===== src/sv/wall_growth_stress_threshold_top_assert.svh =====
// Assertion macros for the wall growth stress threshold block.
`ifndef WALL_GROWTH_STRESS_THRESHOLD_TOP_ASSERT_SVH
`define WALL_GROWTH_STRESS_THRESHOLD_TOP_ASSERT_SVH
`ifndef NO_ASSERTIONS
`define WGST_ASSERT_SAME(lbl, ante, cons, msg) \
    lbl: assert property (@(posedge aclk) disable iff (!aresetn) (ante) |-> (cons)) \
        else $error(msg);
`define WGST_ASSERT_NEXT(lbl, ante, cons, msg) \
    lbl: assert property (@(posedge aclk) disable iff (!aresetn) (ante) |=> (cons)) \
        else $error(msg);
`else
`define WGST_ASSERT_SAME(lbl, ante, cons, msg)
`define WGST_ASSERT_NEXT(lbl, ante, cons, msg)
`endif
`endif


===== src/sv/wgst_pkg.sv =====
// Package: widths, stage types and helpers for the wall growth pipeline.
`timescale 1ns / 1ps
package wgst_pkg;
    localparam int FRAC_BITS     = 16;
    localparam int MAX_FORCES    = 4;
    localparam int MAX_DIMENSION = 3;
    localparam int DATA_W  = 32;
    localparam int LEN_W   = 31;
    localparam int DIFF_W  = 33;
    localparam int SQ_W    = 2 * DIFF_W;
    localparam int SUM_W   = SQ_W + 2;
    localparam int ROOT_W  = SUM_W / 2;
    localparam int REM_W   = ROOT_W + 3;
    localparam int Q_W     = 32;
    localparam int DREM_W  = 32;
    localparam int HI_W    = ROOT_W + FRAC_BITS - Q_W;
    localparam int SAT_W   = 72;
    localparam int IDX_W   = 3;

    localparam logic [IDX_W-1:0] CFG_GAIN      = 3'd0;
    localparam logic [IDX_W-1:0] CFG_THRESHOLD = 3'd1;
    localparam logic [IDX_W-1:0] CFG_STRETCH   = 3'd2;
    localparam logic [IDX_W-1:0] CFG_SCALED    = 3'd3;
    localparam logic [IDX_W-1:0] CFG_FCOUNT    = 3'd4;
    localparam logic [IDX_W-1:0] CFG_DIM       = 3'd5;

    localparam logic signed [DATA_W-1:0] S32_MAX = 32'sh7FFF_FFFF;
    localparam logic signed [DATA_W-1:0] S32_MIN = 32'sh8000_0000;

    typedef struct packed {
        logic [LEN_W-1:0]         len;
        logic signed [DATA_W-1:0] deriv;
        logic signed [DATA_W-1:0] fsum;
    } ctx_t;

    typedef struct packed {
        ctx_t              ctx;
        logic [SUM_W-1:0]  rad;
        logic [REM_W-1:0]  rem;
        logic [ROOT_W-1:0] root;
    } sqrt_t;

    typedef struct packed {
        ctx_t              ctx;
        logic              neg;
        logic              ovf;
        logic [DREM_W-1:0] rem;
        logic [Q_W-1:0]    low;
        logic [Q_W-1:0]    q;
    } div_t;

    function automatic logic signed [DATA_W-1:0] sat_s32(input logic signed [SAT_W-1:0] v);
        logic signed [DATA_W-1:0] r;
        if (v > SAT_W'(S32_MAX)) begin
            r = S32_MAX;
        end else if (v < SAT_W'(S32_MIN)) begin
            r = S32_MIN;
        end else begin
            r = v[DATA_W-1:0];
        end
        return r;
    endfunction
endpackage


===== src/sv/wgst_div_cell.sv =====
// One quotient bit per cell: restoring division by the wall length.
`timescale 1ns / 1ps
module wgst_div_cell import wgst_pkg::*; (
    input  logic aclk,
    input  logic aresetn,
    input  logic en,
    input  logic in_vld,
    input  div_t in_data,
    output logic out_vld,
    output div_t out_data
);
    logic              vld_reg;
    div_t              data_reg;
    div_t              data_next;
    logic [DREM_W-1:0] rem_sh;
    logic [DREM_W-1:0] dvs;
    logic              ge;

    always_comb begin
        rem_sh = {in_data.rem[DREM_W-2:0], in_data.low[Q_W-1]};
        dvs    = {{(DREM_W-LEN_W){1'b0}}, in_data.ctx.len};
        ge     = rem_sh >= dvs;
        data_next     = in_data;
        data_next.rem = ge ? rem_sh - dvs : rem_sh;
        data_next.low = {in_data.low[Q_W-2:0], 1'b0};
        data_next.q   = {in_data.q[Q_W-2:0], ge};
    end

    always_ff @(posedge aclk) begin
        if (!aresetn) begin
            vld_reg <= 1'b0;
        end else if (en) begin
            vld_reg <= in_vld;
        end
    end

    always_ff @(posedge aclk) begin
        if (en) begin
            data_reg <= data_next;
        end
    end

    assign out_vld  = vld_reg;
    assign out_data = data_reg;
endmodule


===== config.mk =====
export PLATFORM = sky130hd
export DESIGN_NAME = wgst_div_cell
export DESIGN_NICKNAME = d
export VERILOG_FILES = /design/src/sv/wall_growth_stress_threshold_top_assert.svh /design/src/sv/wgst_pkg.sv /design/src/sv/wgst_div_cell.sv
export SDC_FILE = /design/constraint.sdc
export NUM_CORES = 1
export LEC_CHECK = 0
export BUFFER_PORTS_ARGS = -buffer_cell sky130_fd_sc_hd__buf_2
export CELL_PAD_IN_SITES_DETAIL_PLACEMENT = 0
export CELL_PAD_IN_SITES_GLOBAL_PLACEMENT = 1
export CORE_MARGIN = 4
export CORE_UTILIZATION = 40
export CTS_BUF_LIST = sky130_fd_sc_hd__clkbuf_2 sky130_fd_sc_hd__clkbuf_4 sky130_fd_sc_hd__clkbuf_8
export DETAILED_ROUTE_END_ITERATION = 10
export GPL_ROUTABILITY_DRIVEN = 0
export HOLD_SLACK_MARGIN = 0.08
export PLACE_DENSITY = 0.92
export SLEW_MARGIN = 40
export SYNTH_ARGS = -nofsm -noshare
export SYNTH_HDL_FRONTEND = slang
export SYNTH_SLANG_ARGS = --single-unit

===== constraint.sdc =====
create_clock -name aclk -period 4.3 [get_ports aclk]
set_input_delay 0 -clock aclk [delete_from_list [all_inputs] [get_ports aclk]]
set_output_delay 0 -clock aclk [all_outputs]
set_load 0.01 [all_outputs]

==> impl_metrics.yaml <==
outcome:
  status: "complete, no violations"
clock_tree:
  clock-sinks: 193
  clk_path_buf_depth: 2
  cts_made_buffers: 17
  cts_root_buf: "clkbuf_8"
  clock_latency_ns: 0.47
  cts_resized: 0
  clkTransAtPathRegs_ns: 0.12
  cts_tree: "built"
  htree_levels: 4
placement:
  hpwl_mm: 20.3
  numPortBuffers: 387
cells_and_area:
  areaGrowthSynthToFinish_pct: 56.2
  num-nets-final: 1374
  drive_above_1_share_pct: 37.8
  fill_cells: 1482
  regArea_um2: 5790
  multiInputGateArea_um2: 2030
routing:
  wire_per_inst_um: 20.8
  dr.pass1.iters: 5
  routed_wl_mm: 29.7
  drc: 0
  drtAntennaViolNets: 0
  vias: 7015
  drt_iter0_markers: 441
  via_per_inst: 4.92
worst_hold_path:
  hold_class: "primary input to register"
synthesis:
  mappedNetlistArea_um2: 8100
  ys_seq_area_share_pct: 71.5
  avgSynthCellArea_um2: 14.3
  ys_ff_latch: 193
  synth_cell_types: 49
  synth_nets: 794
  synthCells: 565
  yosys_warnings: 0
global_route:
  grt_util_all_layers_pct: 25.5
  grt_first_pass_wirelength_mm: 42.4
  grt.overflow.total: 0
  antenna_found_initial: 8
  grt_pass1_vias: 7140
  grt_max_degree: 116
pwr:
  p_sw_share_pct: 29.5
  p_leak_nw: 5.48
  pwr-share-clk_pct: 27.0
  p_per_area_nw_per_um2: 355
  p_int_mw: 3.16
  power_frac_comb_pct: 21.2
  p_switching_mw: 1.32
  vdd_drop_max_v: 0.000208
  seqPwrFrac_pct: 51.8
critical_path:
  critPathBufInv: 4
  critPathLaunchType: "primary input"
  required_ns: 4.52
  cp_cell_sequence: "dlygate4sd3_1 > buf_2 > ha_1 > a21o_1 > or3_1 > o211ai_1 > a31oi_1 > o21ai_1 > and2_1 > clkinv_2 > buf_12 > nor2_1 > a21oi_1"
  crit_slowest_cell: "and2_1"
  path_class: "primary input to register"
  endpoint_kind: "register"
  cpPeakStageDelay_ns: 0.57
  critical_path.top_delay_family: "buffers and inverters"
  cp.arrival_ns: 3.61
  cp_max_fo: 37
sta:
  max-slew-margin-rel_pct: 53.2
  skew_ns: 0
  drv_slew: 0
  hold_slack_ns: 0.152
  final_hold_viol_count: 0
  tns_ns: 0
  fin_crit_sh_pct: 79.0
  tightest_slew_ns: 0.701
  max_freq_mhz: 294
  fin_crit_ns: 3.40
  rsz0062_at_grt: "false"
  finalSetupViolations: 0
die:
  ios: 391
  die-area_um2: 22600
  chipWidth_um: 150
  row_count: 51
  core_area_um2: 19700
  floorplan.initialDensity_pct: 41.2
  die_y_um: 150
flow_run:
  drv_cap: 0
-- worst paths after layout --
check / start / endpoint / slack [ns] / cells after the start
max: in_data[68] / out_data[72] / 0.90 / 13
max reg2reg: out_vld / out_vld / 3.09 / 3
min: en / out_data[20] / 0.15 / 1
min reg2reg: out_vld / out_vld / 1.14 / 3
-- flip-flops by register name, summed over array words and instances (netlist names) --
name / flops
out_data: 192
out_vld: 1
-- logic make-up (layout without fill, tap and decap cells) --
logic type / after synthesis / count (layout) / synth area share [%]
muxes: 2 / 2 / 0.263
other: 1 / 5 / 0.0463
buffers and inverters: 59 / 652 / 3.43
xor gates and xnor gates: 27 / 27 / 2.92
and+or+nand+nor: 125 / 125 / 7.37
AOI/OAI and AO/OA: 126 / 126 / 9.46
DFF: 193 / 193 / 71.5
adders and majority gates: 32 / 32 / 5.04
-- cell usage after synthesis, drive strengths merged --
library cell | instances | area share (%)
mux2 | 1 | 0.14
o31ai | 2 | 0.19
o221ai | 1 | 0.11
o21ai | 31 | 1.9
or4 | 1 | 0.093
a31oi | 6 | 0.46
nand4 | 6 | 0.46
and4b | 1 | 0.12
o21bai | 2 | 0.19
nor3 | 9 | 0.56
o2111a | 1 | 0.14
xor2 | 17 | 1.8
and2 | 3 | 0.23
buf | 11 | 1.2
inv | 37 | 1.7
or3 | 3 | 0.23
ha | 31 | 4.8
nand2b | 6 | 0.46
nand3 | 10 | 0.62
mux2i | 1 | 0.12
nor2 | 45 | 2.3
conb | 1 | 0.046
a2111oi | 2 | 0.22
a221oi | 1 | 0.11
clkinv | 1 | 0.062
nor2b | 3 | 0.23
o2111ai | 1 | 0.11
o211ai | 5 | 0.46
o21a | 6 | 0.56
nand3b | 1 | 0.093
o22ai | 1 | 0.077
a211oi | 4 | 0.43
nand2 | 31 | 1.4
a21oi | 54 | 3.7
dfxtp | 1 | 0.25
a21o | 9 | 0.83
clkbuf | 10 | 0.46
and3 | 4 | 0.31
nor4b | 2 | 0.22
fa | 1 | 0.25
edfxtp | 192 | 71
xnor2 | 10 | 1.1
-- power by group through the flow --
stage	clock [mW]	combinational (mW)	sequential, mW
after floorplan	0	0.294	2.46
after CTS	1.24	0.940	2.31
after detailed placement	0	0.789	2.35
after global placement	0	0.776	2.35
final	1.21	0.951	2.32
after global routing	1.33	1.02	2.33
-- metal layers --
metal	GRT usage (%)	routed length, µm	vias to the layer above
met5	0	46	-
met4	12.7	1530	8
met1	29.4	11000	3319
li1	-	-	3254
met3	7.59	2380	83
met2	43.1	14700	351
-- layout by cell type (no fill, tap or decap), drive strengths merged, types with 10 or more instances in the layout --
cell	instances
buf	388
dlygate4sd3	193
edfxtp	192
a21oi	54
nor2	45
inv	43
nand2	31
ha	31
o21ai	31
clkbuf	19
xor2	17
nand3	10
xnor2	10
-- cell type report --
cell class / instances / area share (%)
Inverter: 38 / 1.14
Antenna cell: 4 / 0.0792
Sequential cell: 193 / 45.8
Timing Repair Buffer: 582 / 31.0
Clock inverter: 14 / 1.44
Clock buffer: 18 / 1.91
Multi-Input combinational cell: 313 / 16.1
Tap cell: 265 / 2.62
-- stage by stage --
| stage | utilization (%) | power, mW | std cells | area (µm²) | setup slack, ns |
|---|---|---|---|---|---|
| after detailed placement | 52.3 | 3.14 | 1198 | 10300 | 0.942 |
| after global routing | 64.3 | 4.68 | 1424 | 12600 | 0.627 |
| after floorplan | - | 2.75 | 565 | 8100 | 1.73 |
| final | 64.3 | 4.48 | 1427 | 12600 | 0.903 |
| after CTS | 64.3 | 4.50 | 1423 | 12600 | 0.915 |
| after global placement | 52.3 | 3.13 | 1198 | 10300 | 1.00 |
-- what timing repair did --
item | in CTS | in global routing
hold buffers | 193 | 0
hold endpoints to repair | 192 | 0
buffers inserted | 0 | 0
Power figures use the tool's default switching activity.
