==> src/sv/wall_growth_stress_threshold_top_assert.svh <==
// Assertion macros for the wall growth stress threshold block.
`ifndef WALL_GROWTH_STRESS_THRESHOLD_TOP_ASSERT_SVH
`define WALL_GROWTH_STRESS_THRESHOLD_TOP_ASSERT_SVH
`ifndef NO_ASSERTIONS
`define WGST_ASSERT_SAME(lbl, ante, cons, msg) \
    lbl: assert property (@(posedge aclk) disable iff (!aresetn) (ante) |-> (cons)) \
        else $error(msg);
`define WGST_ASSERT_NEXT(lbl, ante, cons, msg) \
    lbl: assert property (@(posedge aclk) disable iff (!aresetn) (ante) |=> (cons)) \
        else $error(msg);
`else
`define WGST_ASSERT_SAME(lbl, ante, cons, msg)
`define WGST_ASSERT_NEXT(lbl, ante, cons, msg)
`endif
`endif

==> src/sv/wgst_pkg.sv <==
// Package: widths, stage types and helpers for the wall growth pipeline.
`timescale 1ns / 1ps
package wgst_pkg;
    localparam int FRAC_BITS     = 16;
    localparam int MAX_FORCES    = 4;
    localparam int MAX_DIMENSION = 3;
    localparam int DATA_W  = 32;
    localparam int LEN_W   = 31;
    localparam int DIFF_W  = 33;
    localparam int SQ_W    = 2 * DIFF_W;
    localparam int SUM_W   = SQ_W + 2;
    localparam int ROOT_W  = SUM_W / 2;
    localparam int REM_W   = ROOT_W + 3;
    localparam int Q_W     = 32;
    localparam int DREM_W  = 32;
    localparam int HI_W    = ROOT_W + FRAC_BITS - Q_W;
    localparam int SAT_W   = 72;
    localparam int IDX_W   = 3;

    localparam logic [IDX_W-1:0] CFG_GAIN      = 3'd0;
    localparam logic [IDX_W-1:0] CFG_THRESHOLD = 3'd1;
    localparam logic [IDX_W-1:0] CFG_STRETCH   = 3'd2;
    localparam logic [IDX_W-1:0] CFG_SCALED    = 3'd3;
    localparam logic [IDX_W-1:0] CFG_FCOUNT    = 3'd4;
    localparam logic [IDX_W-1:0] CFG_DIM       = 3'd5;

    localparam logic signed [DATA_W-1:0] S32_MAX = 32'sh7FFF_FFFF;
    localparam logic signed [DATA_W-1:0] S32_MIN = 32'sh8000_0000;

    typedef struct packed {
        logic [LEN_W-1:0]         len;
        logic signed [DATA_W-1:0] deriv;
        logic signed [DATA_W-1:0] fsum;
    } ctx_t;

    typedef struct packed {
        ctx_t              ctx;
        logic [SUM_W-1:0]  rad;
        logic [REM_W-1:0]  rem;
        logic [ROOT_W-1:0] root;
    } sqrt_t;

    typedef struct packed {
        ctx_t              ctx;
        logic              neg;
        logic              ovf;
        logic [DREM_W-1:0] rem;
        logic [Q_W-1:0]    low;
        logic [Q_W-1:0]    q;
    } div_t;

    function automatic logic signed [DATA_W-1:0] sat_s32(input logic signed [SAT_W-1:0] v);
        logic signed [DATA_W-1:0] r;
        if (v > SAT_W'(S32_MAX)) begin
            r = S32_MAX;
        end else if (v < SAT_W'(S32_MIN)) begin
            r = S32_MIN;
        end else begin
            r = v[DATA_W-1:0];
        end
        return r;
    endfunction
endpackage

==> src/sv/wgst_sqrt_cell.sv <==
// One root bit per cell: restoring square root step.
`timescale 1ns / 1ps
module wgst_sqrt_cell import wgst_pkg::*; (
    input  logic  aclk,
    input  logic  aresetn,
    input  logic  en,
    input  logic  in_vld,
    input  sqrt_t in_data,
    output logic  out_vld,
    output sqrt_t out_data
);
    logic              vld_reg;
    sqrt_t             data_reg;
    sqrt_t             data_next;
    logic [REM_W-1:0]  rem_sh;
    logic [REM_W-1:0]  trial;
    logic              ge;

    always_comb begin
        rem_sh = {in_data.rem[REM_W-3:0], in_data.rad[SUM_W-1 -: 2]};
        trial  = {{(REM_W-ROOT_W-2){1'b0}}, in_data.root, 2'b01};
        ge     = rem_sh >= trial;
        data_next.ctx  = in_data.ctx;
        data_next.rad  = {in_data.rad[SUM_W-3:0], 2'b00};
        data_next.rem  = ge ? rem_sh - trial : rem_sh;
        data_next.root = {in_data.root[ROOT_W-2:0], ge};
    end

    always_ff @(posedge aclk) begin
        if (!aresetn) begin
            vld_reg <= 1'b0;
        end else if (en) begin
            vld_reg <= in_vld;
        end
    end

    always_ff @(posedge aclk) begin
        if (en) begin
            data_reg <= data_next;
        end
    end

    assign out_vld  = vld_reg;
    assign out_data = data_reg;
endmodule

==> config.mk <==
export PLATFORM = sky130hd
export DESIGN_NAME = wgst_sqrt_cell
export DESIGN_NICKNAME = d
export VERILOG_FILES = /design/src/sv/wall_growth_stress_threshold_top_assert.svh /design/src/sv/wgst_pkg.sv /design/src/sv/wgst_sqrt_cell.sv
export SDC_FILE = /design/constraint.sdc
export NUM_CORES = 1
export LEC_CHECK = 0
export BUFFER_PORTS_ARGS = -buffer_cell sky130_fd_sc_hd__buf_4
export CAP_MARGIN = 20
export CORE_AREA = 5 5 179 181
export CTS_CLUSTER_DIAMETER = 200
export CTS_CLUSTER_SIZE = 24
export DETAILED_ROUTE_END_ITERATION = 12
export DIE_AREA = 0 0 184 186
export PLACE_DENSITY = 0.56
export REMOVE_ABC_BUFFERS = 1
export SKIP_CTS_REPAIR_TIMING = 1
export SLEW_MARGIN = 10
export SYNTH_ARGS = -nofsm -noshare
export SYNTH_HDL_FRONTEND = slang
export SYNTH_SLANG_ARGS = --single-unit
==> constraint.sdc <==
create_clock -name aclk -period 4.3 [get_ports aclk]
set_input_delay 0.86 -clock aclk [delete_from_list [all_inputs] [get_ports aclk]]
set_output_delay 0.86 -clock aclk [all_outputs]
set_load 0.005 [all_outputs]
==> summary.txt, run 1 <==
Routing
  • Drt via density: 4.60
  • Vias after detailed routing: 6908
  • Residual DRC: 0
  • Post-DR wirelength/cell: 22.0 microns
  • Final WL: 33100 microns
  • Number of routed nets with antenna violations: 0
  • Drt first-iter violations: 460
  • Number of detailed-route iterations in the first pass: 5

Clock network
  • TritonCTS Buffers: 13
  • CTS tree: built
  • Clock Pin Slew Worst Setup and Hold Paths: 90 ps
  • Root Driver: clkbuf_16
  • Maximum clock insertion buffer count: 3
  • Clk_lat worst skew: 460 ps
  • Clock sink count: ~230
  • H-tree depth: 1

Timing
  • Slew margin rel.: 0.477
  • Setup ws final: roughly 910 ps
  • Final setup skew: 0 ps
  • Unrepaired setup endpoints after global routing: false
  • Tightest Pin Transition: 784 ps
  • Fin crit share: 0.789
  • Final slew viol count: 0
  • Final Hold Fails: 0
  • Max Fclk: 295 MHz
  • Min cycle time layout: between 3000 and 4000 ps
  • Setup Total Neg Slack: 0 ps
  • Final setup viols: 0

Setup path
  • Setup crit start kind: input port
  • Slowest stage delay, CP: about 500 ps
  • Slowest CP cell: nor4_1
  • Worst Path Arrival: 3620 ps
  • Worst Setup Path Type: input port to flop
  • Cells along the critical path: buf_4 > inv_1 > ha_1 > and2_1 > nand3_1 > nor4_1 > nand4_1 > o31ai_2 > a211oi_1 > a21o_4 > inv_2 > buf_12 > mux2_4
  • Crit-path max FO: 30
  • Required time of the critical path: between 4000 and 5000 ps
  • Worst Setup End Kind: flop

Global route
  • Grt met1 use: 0.199
  • Vias in the first global route: between 6000 and 7000
  • First-pass GRT wire length: between 40000 and 50000 microns
  • Busiest grt layer: met2
  • Initial antenna violation count: 13
  • Gr ovfl total: 0
  • Largest net degree at the start of global routing: 99
  • GR Util met3: 0.0788
  • Met2 Use GR: 0.317
  • All-Layer GR Usage: 0.179

Floorplan
  • Die Wd: roughly 180 microns
  • Core Box Area: ~30000 sq um
  • Io pins: ~470
  • Starting Density: 0.316
  • Die Area: 34200 sq um
  • Die height: 186 microns
  • Site row count: between 60 and 70

Yosys
  • #FFs+latches synth: 233
  • Count leader, synth: edfxtp_1
  • Top-area cell type share of the netlist area: 0.729
  • Top cells by count, synth: 232 x edfxtp_1, 54 x a21oi_1, 46 x nor2_1
  • Async S/R FF share, synth: 0
  • Synth Area in XOR/XNOR: 0.0302
  • Multiplexer share of the synthesized area: 0.0209
  • Ys flop type: edfxtp_1
  • Synth cell types: 51
  • Post-synthesis compound-gate area fraction: 0.0890
  • Post-Synth Adder-Cell Area: 0.0471
  • Synthesized area: ~9600 sq um
  • Post-synth EDFFs: 232
  • Sequential fraction of the synthesis area: 0.731
  • Post-synthesis simple-gate area fraction: 0.0543
  • Largest family of logic cells by synthesized area: compound AO/OA/AOI/OAI gates
  • Synth Instances: 626
  • Avg Cell Area, Syn: approximately 15 sq um
  • Ys Warns: 0
  • Synth area leader: edfxtp_1
  • Ranking of synthesized cells by area: edfxtp_1 73%, ha_1 4.7%, a21oi_1 2.8%, xnor2_1 1.9%, mux2_4 1.9%

Power and ir drop
  • VDD IR-drop max: about 0.19 mV
  • Leak: just over 0.006 uW
  • Tot Pwr: around 5000 uW
  • P per Cell Area: 368 nW/um^2

Finish
  • Final design utilization: 0.461
  • Footprint of the multi-input gates: 2320 sq um
  • Filler Cell Count: 2821
  • Post-layout net count: 1379
  • ANT cells: 0
  • FF+latch area: 6990 sq um
  • Area grow syn2layout: 45.9%
  • Share of cells above drive strength 1: 0.466

Placed design
  • PortBufs: 468
  • DPL Wire Length: approximately 27000 microns
  • RePlAce Congestion: just over 0.8
  • Pre-CTS setup slack: 329 ps

Job
  • # Max-Cap Violations: 0

Outcome
  • Status: finished clean

Hold path
  • Hold Crit Class: flop to flop
-- power breakdown --
part | switching (uW) | leakage (uW) | internal (uW) | total [uW]
Sequential | 56.6 | 0.00228 | 2740 | 2800
Combinational | 479 | 0.00360 | 577 | 1060
Clock | 721 | 0.000168 | 562 | 1280
Total | 1260 | 0.00604 | 3880 | 5140
-- routing by layer --
metal / vias to the layer above / part of all wire / wire (microns)
met1: 3295 / 0.36 / 11900
li1: 3276 / - / -
met5: - / 0.0033 / 109
met2: 266 / 0.50 / 16700
met3: 53 / 0.11 / 3680
met4: 18 / 0.022 / 730
-- placed cells by master, fill, tap and decap left out, drive strengths merged, types with 2 or more instances in the layout --
cell,netlist,layout
nor3,5,5
a31oi,7,7
nor2,46,46
o21bai,4,4
nand4,3,3
a31o,3,3
clkbuf,8,16
o2111ai,2,2
a21o,18,18
nor2b,5,5
o21a,5,5
a21boi,2,2
and3,4,4
xor2,12,12
ha,36,36
nand2,32,32
a211oi,4,4
nand3,7,7
o21ai,22,22
o211ai,3,3
edfxtp,232,232
a21oi,55,55
buf,8,479
and2,6,6
conb,1,2
xnor2,21,21
nand2b,4,4
inv,43,44
mux2,12,12
o31a,2,2
mux2i,2,2
-- cells by family (layout without fill, tap and decap cells) --
| logic type | Yosys count | after routing |
|---|---|---|
| XOR/XNOR | 33 | 33 |
| AO/OA/AOI/OAI | 134 | 134 |
| AND/OR/NAND/NOR | 116 | 116 |
| other | 1 | 2 |
| multiplexers | 14 | 14 |
| adder cells (fa/ha/maj) | 36 | 36 |
| buffers and inverters | 59 | 539 |
| flip-flops | 233 | 233 |
-- through the flow --
step / hold WS [ps] / std cells / area (sq um)
final: 552 / 1503 / 13900
after global routing: 517 / 1503 / 13900
after CTS: 524 / 1503 / 13900
after detailed placement: 526 / 1486 / 13600
after global placement: 507 / 1486 / 13600
after floorplan: 507 / 611 / 9470
-- worst paths after layout --
check / startpoint / to / slack (ps) / cells past startpoint
setup / recovery: in_data[14] / out_data[55]$_DFFE_PP_ / 910 / 13
hold / removal: out_vld$_SDFFE_PN0P_ / out_vld$_SDFFE_PN0P_ / 550 / 2
setup reg to reg: out_vld$_SDFFE_PN0P_ / out_vld$_SDFFE_PN0P_ / 3680 / 2
hold reg to reg: out_vld$_SDFFE_PN0P_ / out_vld$_SDFFE_PN0P_ / 550 / 2
-- state kept, by name, summed over array words and instances (netlist names) --
name / flops
out_vld: 1
out_data: 232
-- critical path: cells and delay by family --
kind / cells / cell delay (ps)
AO/OA/AOI/OAI: 3 / 610
adder cells (fa/ha/maj): 1 / 370
buffers and inverters: 4 / 430
multiplexers: 1 / 310
AND/OR/NAND/NOR: 4 / 1030
-- final cells by class --
cell class / instances / area share
sequential: 233 / 0.501
timing repair buffer: 479 / 0.261
multi-input combinational: 335 / 0.166
tap: 396 / 0.0355
clock buffer: 16 / 0.0241
inverter: 43 / 0.0116
clock inverter: 1 / 0.000628
(Power assumes the default switching activity.)
==> run 2, diff against run 1 <==
--- a/config.mk
+++ b/config.mk
@@ -7,12 +7,12 @@
 export LEC_CHECK = 0
 export BUFFER_PORTS_ARGS = -buffer_cell sky130_fd_sc_hd__buf_4
 export CAP_MARGIN = 20
-export CORE_AREA = 5 5 179 181
+export CORE_AREA = 5 5 181 183
 export CTS_CLUSTER_DIAMETER = 200
 export CTS_CLUSTER_SIZE = 24
 export DETAILED_ROUTE_END_ITERATION = 12
-export DIE_AREA = 0 0 184 186
-export PLACE_DENSITY = 0.56
+export DIE_AREA = 0 0 186 188
+export PLACE_DENSITY = 0.57
 export REMOVE_ABC_BUFFERS = 1
 export SKIP_CTS_REPAIR_TIMING = 1
 export SLEW_MARGIN = 10
==> constraint.sdc (replaced) <==
create_clock -name aclk -period 3.1 [get_ports aclk]
set_input_delay 0.62 -clock aclk [delete_from_list [all_inputs] [get_ports aclk]]
set_output_delay 0.62 -clock aclk [all_outputs]
set_load 0.005 [all_outputs]
==> run 2 against run 1 <==
Net effect:
- worst hold slack got worse by 240 ps
- core utilization increased by 0.67 points
- clock-buffer cell count did not move
- largest power group unchanged
- critical path type unchanged
- largest cell class unchanged
- register-to-register slack worse by 1200 ps
- highest routed layer unchanged
- die area rose by 2.2%
- setup slack worse by 790 ps
- clock skew unchanged
- power increased by 41%
- critical endpoint is now out_data[42]$_DFFE_PP_
- first-iteration DRC count shrank 42%
==> summary.txt, run 2 (synthesis results as in run 1) <==
Finish
  • Largest register FFs: 232 (unchanged)
  • Most frequent cells in the layout: 543 x buf_4, 232 x edfxtp_1, 54 x a21oi_1, 46 x nor2_1, 42 x inv_1 (was 475 x buf_4, 232 x edfxtp_1, 54 x a21oi_1, 46 x nor2_1, 42 x inv_1)
  • ANT cells: 0 (unchanged)
  • Final cell count without fillers: 1579 (was 1503)
  • Final instance area: 14500 sq um (was 13900 sq um)
  • Share of cells above drive strength 1: 0.500 (was 0.466)
  • Post-layout net count: 1449 (was 1379)
  • Area grow syn2layout: 51.9% (was 45.9%)
  • Commonest non-fill, non-tap cell in the layout: buf_4 (unchanged)

Timing
  • Final Hold Fails: 0 (unchanged)
  • Unrepaired setup endpoints after global routing: false (unchanged)
  • Final slew viol count: 0 (unchanged)
  • Setup Total Neg Slack: 0 ps (unchanged)
  • Final setup viols: 0 (unchanged)
  • Min cycle time layout: 2980 ps
  • Fin crit share: 0.961
  • Max Fclk: about 340 MHz
  • Final setup skew: 0 ps (unchanged)

Placed design
  • DPL Wire Length: 27500 microns (was 26700 microns)
  • Area after DPL: 14200 sq um (was 13600 sq um)
  • PortBufs: 468 (unchanged)
  • Cells after DPL: 1561 (was 1486)
  • RePlAce Congestion: 0.863 (was 0.822)

Setup path
  • Worst Path Arrival: 3220 ps (was 3620 ps)
  • R2R Path Start: out_vld$_SDFFE_PN0P_ (unchanged)
  • R2r worst-path depth: 2 (unchanged)
  • R2R Setup Slk: 2510 ps (was 3680 ps)
  • Cells along the critical path: buf_4 > inv_1 > ha_1 > a211oi_2 > o21ai_1 > a221oi_2 > a21oi_2 > o31a_1 > o21ai_2 > a21o_4 > inv_2 > buf_12 > mux2_4 (was buf_4 > inv_1 > ha_1 > and2_1 > nand3_1 > nor4_1 > nand4_1 > o31ai_2 > a211oi_1 > a21o_4 > inv_2 > buf_12 > mux2_4)
  • Slowest CP cell: ha_1 (was nor4_1)
  • Worst Setup End Kind: flop (unchanged)
  • R2r endpoint: out_vld$_SDFFE_PN0P_ (unchanged)
  • Crit-path max FO: 24 (was 30)
  • Worst Setup Path Type: input port to flop (unchanged)
  • Setup crit start kind: input port (unchanged)
  • Required time of the critical path: 3340 ps (was 4530 ps)
  • Slowest stage delay, CP: 390 ps (was 500 ps)

Job
  • # Max-Cap Violations: 0 (unchanged)

Hold path
  • Hold Crit Class: input port to flop (was flop to flop)
  • Hold_sp: in_data[153] (was out_vld$_SDFFE_PN0P_)
  • WHS Endpoint: out_data[153]$_DFFE_PP_ (was out_vld$_SDFFE_PN0P_)
  • Hold depth: 1 (was 2)

Floorplan
  • Starting Density: 0.308 (was 0.316)
  • Die Wd: 186 microns (was 184 microns)
  • Site row count: 65 (was 64)
  • Die Area: 35000 sq um (was 34200 sq um)
  • Core Box Area: 31100 sq um (was 30300 sq um)
  • Die height: 188 microns (was 186 microns)
  • Io pins: 473 (unchanged)

Power and ir drop
  • VDD IR-drop max: 0.364 mV (was 0.190 mV)
  • Leak: 0.00640 uW (was 0.00604 uW)
  • P per Cell Area: 499 nW/um^2 (was 368 nW/um^2)

Routing
  • Met3 WL post-DR: 3900 microns (was 3680 microns)
  • Drt via density: 4.50 (was 4.60)
  • Vias after detailed routing: 7108 (was 6908)
  • Number of routed nets with antenna violations: 0 (unchanged)
  • Post-Route M1 WL: 11800 microns (was 11900 microns)
  • Final WL: 33600 microns (was 33100 microns)
  • Drt first-iter violations: 268 (was 460)
  • Top Layer Used: met5 (unchanged)
  • Post-DR wirelength/cell: 21.3 microns (was 22.0 microns)
  • Met2 WL post-DR: 17200 microns (was 16700 microns)
  • Number of detailed-route iterations in the first pass: 4 (was 5)
  • Residual DRC: 0 (unchanged)

Clock network
  • Clk_lat worst skew: 470 ps (was 460 ps)
  • TritonCTS Buffers: 13 (unchanged)
  • Clock Pin Slew Worst Setup and Hold Paths: 100 ps (was 90 ps)
  • Maximum clock insertion buffer count: 3 (unchanged)
  • Clock sink count: 233 (unchanged)
  • H-tree depth: 1 (unchanged)
  • Root Driver: clkbuf_16 (unchanged)
  • CTS tree: built (unchanged)

Global route
  • Gr ovfl total: 0 (unchanged)
  • First-pass GRT wire length: 46900 microns (was 45400 microns)
  • Vias in the first global route: 7349 (was 6863)
  • Largest net degree at the start of global routing: 62 (was 99)
  • All-Layer GR Usage: 0.179 (about the same)
  • Initial antenna violation count: 6 (was 13)

Outcome
  • Status: finished clean (unchanged)
## run 2: report_power, final
part           switching, uW  internal (uW)
clock network            993            779
logic                    697            898
registers               82.6           3800
total                   1770           5480
## run 2: per-layer routing
metal  GRT usage  vias up
met4      0.0342       12
met1       0.192     3392
met5           0        -
met2       0.327      256
met3      0.0778       38
li1            -     3410
## run 2: final cells by class
| type | instances | area (sq um) |
|---|---|---|
| well taps | 402 | 503 |
| clock inverters | 1 | 8.76 |
| clock buffers | 16 | 337 |
| repair buffers | 549 | 4190 |
| multi-input cells | 335 | 2330 |
| inverters | 43 | 161 |
| fillers | 2900 | 16500 |
| flip-flops and latches | 233 | 6990 |
## run 2: worst max-delay path: cells and delay by family
| family | cells | cell delay, ps |
|---|---|---|
| compound gates | 7 | 1540 |
| buf+inv | 4 | 330 |
| mux | 1 | 300 |
| fa+ha+maj | 1 | 390 |
## run 2: how the worst max path moves through the flow
stage | from | end | cells past startpoint
after global routing | in_data[4] | out_data[47]$_DFFE_PP_ | 15
after floorplan | in_data[14] | out_data[37]$_DFFE_PP_ | 11
after global placement | in_data[4] | out_data[69]$_DFFE_PP_ | 13
final | in_data[4] | out_data[42]$_DFFE_PP_ | 13
after detailed placement | in_data[4] | out_data[69]$_DFFE_PP_ | 13
after CTS | in_data[4] | out_data[69]$_DFFE_PP_ | 13
## run 2: metrics by stage
step / utilization / worst slack [ps] / total power [uW] / hold WS, ps
global route: 0.467 / 8.10 / 7630 / 266
finish: 0.467 / 121 / 7250 / 311
floorplan: - / -351 / 4480 / 507
detailed placement: 0.456 / -476 / 5580 / 518
global placement: 0.456 / -383 / 5560 / 513
CTS: 0.467 / 46.4 / 7380 / 280
